$ cat src/hw/rtl/cdz_div_pipe.sv
// Pipelined restoring divider, one quotient bit per stage.
`timescale 1ns / 1ps

module cdz_div_pipe #(
   parameter int FRAC_BITS = 16
) (
   input  logic                   clock,
   input  logic                   advance,
   input  logic [2*FRAC_BITS:0]   numer,
   input  logic [FRAC_BITS:0]     denom,
   output logic [FRAC_BITS:0]     quot
);

   localparam int QW = FRAC_BITS + 1;
   localparam int NW = 2 * FRAC_BITS + 1;

   logic [NW-1:0] rem_ff [QW];
   logic [QW-1:0] den_ff [QW];
   logic [QW-1:0] quo_ff [QW];

   for (genvar k = 0; k < QW; k++) begin : g_stage
      logic [NW-1:0] rem_prev;
      logic [QW-1:0] den_prev;
      logic [QW-1:0] quo_prev;
      logic [NW-1:0] dsh;

      if (k == 0) begin : g_first
         assign rem_prev = numer;
         assign den_prev = denom;
         assign quo_prev = '0;
      end else begin : g_next
         assign rem_prev = rem_ff[k-1];
         assign den_prev = den_ff[k-1];
         assign quo_prev = quo_ff[k-1];
      end

      assign dsh = NW'(den_prev) << (QW - 1 - k);

      always_ff @(posedge clock) begin
         if (advance) begin
            den_ff[k] <= den_prev;
            if (rem_prev >= dsh) begin
               rem_ff[k] <= rem_prev - dsh;
               quo_ff[k] <= {quo_prev[QW-2:0], 1'b1};
            end else begin
               rem_ff[k] <= rem_prev;
               quo_ff[k] <= {quo_prev[QW-2:0], 1'b0};
            end
         end
      end
   end

   assign quot = quo_ff[QW-1];

endmodule

$ cat config.mk
export PLATFORM = sky130hd
export DESIGN_NAME = cdz_div_pipe
export DESIGN_NICKNAME = d
export VERILOG_FILES = /design/src/hw/rtl/cdz_div_pipe.sv
export SDC_FILE = /design/constraint.sdc
export NUM_CORES = 2
export LEC_CHECK = 0
export BUFFER_PORTS_ARGS = -buffer_cell sky130_fd_sc_hd__buf_2
export CAP_MARGIN = 20
export CORE_UTILIZATION = 45
export CTS_CLUSTER_SIZE = 24
export DETAILED_ROUTE_END_ITERATION = 10
export SYNTH_ARGS = -nofsm -noshare
export SYNTH_HDL_FRONTEND = slang
export SYNTH_SLANG_ARGS = --single-unit
export TNS_END_PERCENT = 100
$ cat constraint.sdc
create_clock -name clock -period 6 [get_ports clock]
set_clock_uncertainty 0.05 [all_clocks]
set_input_delay 1.2 -clock clock [delete_from_list [all_inputs] [get_ports clock]]
set_output_delay 1.2 -clock clock [all_outputs]
set_load 0.1 [all_outputs]
After elaboration in Yosys (flattened, before gate mapping)

Memory sizes are Yosys's and may differ from the RTL's.
Cells that the tools add are included.

Register bits: 0
RAM bits: 1139
Input port bits: 52
Output and inout bits: 17
Word-level logic and storage cells: 209
Memories kept: 3

Add/sub/neg operators: 17
$lt $le $gt $ge: 17
Muxes and demuxes: 138
Bitwise logic cells: 34

Memory list:

| name   | depth | bits a word | rd ports | clocked after Yosys merged registers in | write ports | line | source |
|---|---|---|---|---|---|---|---|
| rem_ff | 17    | 33          | 16       | 0                                       | 17          | 17   | `logic [NW-1:0] rem_ff [QW];` |
| den_ff | 17    | 17          | 16       | 0                                       | 17          | 18   | `logic [QW-1:0] den_ff [QW];` |
| quo_ff | 17    | 17          | 17       | 0                                       | 17          | 19   | `logic [QW-1:0] quo_ff [QW];` |

Operators with widths:

| cell             | number |
|---|---|
| $mux W33         | 17 |
| $mux W17         | 17 |
| $mux W1          | 104 |
| $or A1 B1 Y1     | 34 |
| $ge A33 B17 Y1   | 1 |
| $ge A33 B18 Y1   | 1 |
| $ge A33 B19 Y1   | 1 |
| $ge A33 B20 Y1   | 1 |
| $ge A33 B21 Y1   | 1 |
| $ge A33 B22 Y1   | 1 |
| $ge A33 B23 Y1   | 1 |
| $ge A33 B24 Y1   | 1 |
| $ge A33 B25 Y1   | 1 |
| $ge A33 B26 Y1   | 1 |
| $ge A33 B27 Y1   | 1 |
| $ge A33 B28 Y1   | 1 |
| $ge A33 B29 Y1   | 1 |
| $ge A33 B30 Y1   | 1 |
| $ge A33 B31 Y1   | 1 |
| $ge A33 B32 Y1   | 1 |
| $ge A33 B33 Y1   | 1 |
| $sub A33 B17 Y33 | 1 |
| $sub A33 B18 Y33 | 1 |
| $sub A33 B19 Y33 | 1 |
| 14 further kinds | 14 |

Logic depth before layout (Yosys ltp)

An unclocked memory read counts as a cell.

Word-level depth: 6
Gate-level depth with buffers: 13
Gate-level depth less buffers: 12

Worst setup path before layout

OpenSTA, ideal clock, no wires.

Path type: input to register
Start point: input denom[5]
End point: memory rem_ff[0][21] (netlist bit), data pin
Library setup time: 260 ps
Data arrival time: 3300 ps
Data required time: 5690 ps
Setup slack: 2390 ps
Stages: 10
Path buffers: 1
Cell sequence: inv_1 -> ha_1 -> nand4b_1 -> nor4_1 -> nand3_1 -> o311ai_0 -> nor3_1 -> a311oi_1 -> clkbuf_1 -> mux2_2

RTL lines:

| element            | line | source |
|---|---|---|
| start: declaration | 10   | `input logic [FRAC_BITS:0] denom,` |
| end: declaration   | 17   |  |

==> impl_metrics.ini <==
[floorplanning]
chipHeight_um = 334.0
pin_count = 69
core_area_sq_mm = 0.1090
dieArea_sq_mm = 0.1116
initial_core_util = 0.4551
die_w_um = 334.0
row_count = 121

[clock_tree]
cts_hold_buf = 0
worst_skew_pair.late_latency_ps = 710
htree_levels = 3
path_clk_slew_ps = 60
cts_tree = done
cts_resized = 0
cts_setup_buffers = 0
cts_buffers = 104
clk_path_buf_depth = 3
clock_sinks = 953
cts-root-buf = clkbuf_16

[worst_setup_path]
end_kind = flip-flop
arrival_ps = 4390
path_cells = inv_1 -> ha_1 -> inv_1 -> fa_1 -> a21oi_1 -> o211ai_1 -> a41oi_1 -> o221ai_1 -> a31oi_2 -> mux2_2
cp_common_cell = inv_1
cp-start-kind = flip-flop
reg2regPathDepth = 10
cp_top_family = compound AO/OA/AOI/OAI gates
r2r-end = rem_ff[13][4]
worst-setup-path-type = reg -> reg
reg2reg_setup_slack_ps = 2010
required_ps = 6400
crit_fanout = 15
worst-path-buf-inv = 2
cp_slowest_cell = a31oi_2
slowest_delay_ps = 790
rr_startpoint = rem_ff[12][3]

[timing]
min_period_over_period = 0.6649
fin_ws_ps = 2010
setup_viol = 0
relSlewSlack = 0.2066
finalCriticalPeriod_ps = 3990
maxSlewViolCount = 0
tightest_slew_ps = 1179
fin_setup_tns_ps = 0
clock.fmax_mhz = 250.6
finalHoldViolations = 0
grt_setup_unrepaired = false

[synth]
synth_edf_count = 952
synth_fp_nets = 4517
yosysTopAreaCell = edfxtp_1
netlist_area_sq_mm = 0.04961
async_reset_ff_frac = 0
syn_inst = 4160
synth_top_family_by_area = compound AO/OA/AOI/OAI gates
synth_top_area_frac = 0.5763
synth_fa_ha_area_frac = 0.07935
synth_xor_area_frac = 0.05014
muxShareOfSynthArea = 0.01375
synth-seq-area-share = 0.5767
synth-compound-area-share = 0.1221
ys_types = 108
yosys.area_share.simple = 0.1193
yosys_warnings = 0
synth_area_leaders = edfxtp_1 (58%), ha_1 (7.3%), inv_1 (3.0%)
syn_area_per_cell_sq_um = 11.92
synth-main-ff-cell = edfxtp_1
synth_seq_cells = 953

[layout]
layout_commonest_cell = edfxtp_1
final_util = 0.5051
synthToLayoutAreaGrowth_pct = 10.99
nets = 4631
final_cell_mix = edfxtp_1 (952), inv_1 (392), nand2_1 (301)
drive_above_1_share = 0.09158

[pwr]
netSwitchingFraction = 0.3334
seq_power_share = 0.420
peakVddDrop_v = 0.0002638
power_density_mw_per_mm2 = 438.1
finalPower_mw = 24.12
power_frac_comb = 0.318
intPower_mw = 16.08
clkPwrFrac = 0.262
p_sw_mw = 8.044
p_leak_nw = 20.99

[route]
wl_per_cell_um = 18.79
post_drt_via_cell_ratio = 5.474
antenna_left = 0
vias = 31595
drt_first_pass_iters = 5
postRouteWirelength_mm = 108.5
drc = 0
first_iter_violations = 2269

[worst_hold_path]
hold_class = reg -> reg
min_delay_worst_endpoint = quo_ff[13][4]
worst_hold_startpoint = quo_ff[12][3]
whs_path_depth = 0

[grt]
grt_pass1_vias = 30545
grt_max_degree = 176
grt.overflow.total = 0
grt_pass1_wl_mm = 169.9
track_usage = 0.1943
antenna_found_initial = 3

[placement]
dpl.hpwl_mm = 82.26
place_congestion = 0.9679
pre_cts_ws_ps = 1650
port_buffers = 68

[status]
status = completed

[job]
maxCapViolations = 0
-- routing by layer --
layer  GRT usage  routed length (um)  vias up
li1            -                   -    15716
met1      0.2388               46150    15029
met2      0.3479               54500      658
met3     0.02853                4539      192
met4     0.06451                3278        0
met5           0                   0        -
-- flip-flops by register name, indices dropped and copies added, names as in the netlist --
signal,count
quo_ff,153
den_ff,272
rem_ff,528
-- cell type report --
type	instances	area, sq um
multi-input cells	2723	19120
well taps	1414	1769
clock buffers	114	2640
clock inverters	75	767.0
repair buffers	98	673.1
diodes	1	2.502
flip-flops and latches	953	28610
inverters	394	1479
fillers	9560	53950
-- stage by stage --
step           hold slack (ps)  area, sq um  instances
4_1_cts                  360.5        54990       5767
5_1_grt                  365.7        55060       5771
3_3_place_gp             351.2        51560       5577
2_1_floorplan            350.3        49610       4160
6_report                 357.1        55060       5772
3_5_place_dp             354.5        51580       5578
-- cells in the mapped netlist, types with 77 or more instances --
master and n:
ha_1 289, a21o_1 93, a21oi_1 205, nor2_1 236
edfxtp_1 952, o21ai_0 260, inv_1 392, xnor2_1 127
nor3_1 77, nor4_1 83, nand2_1 301, xor2_1 157
-- cell families (layout without fill, tap and decap cells) --
logic type | count (synthesis) | in the layout
DFF | 953 | 953
other | 0 | 1
buffers and inverters | 484 | 681
xor gates and xnor gates | 284 | 284
muxes | 60 | 60
and+or+nand+nor | 1143 | 1143
AOI/OAI and AO/OA | 931 | 931
adders and majority gates | 305 | 305
-- how the worst max path moves through the flow --
stage	start	end	slack, ps	cells after the start
6_report	rem_ff[12][3]	rem_ff[13][4]	2010	10
5_1_grt	den_ff[0][86]	rem_ff[6][27]	1780	12
4_1_cts	rem_ff[12][3]	rem_ff[13][4]	2030	10
3_5_place_dp	advance	rem_ff[11][26]	1650	7
3_3_place_gp	advance	rem_ff[4][27]	1750	7
2_1_floorplan	denom[5]	rem_ff[0][21]	2390	10
-- power groups by stage --
stage	Combinational, mW	Clock, mW	Sequential [mW]
3_5_place_dp	7.62	0	10.3
4_1_cts	7.66	6.47	10.1
6_report	7.68	6.31	10.1
5_1_grt	8.60	6.72	10.3
2_1_floorplan	5.96	0	9.86
3_3_place_gp	7.51	0	10.3
Power figures use the tool's default switching activity.
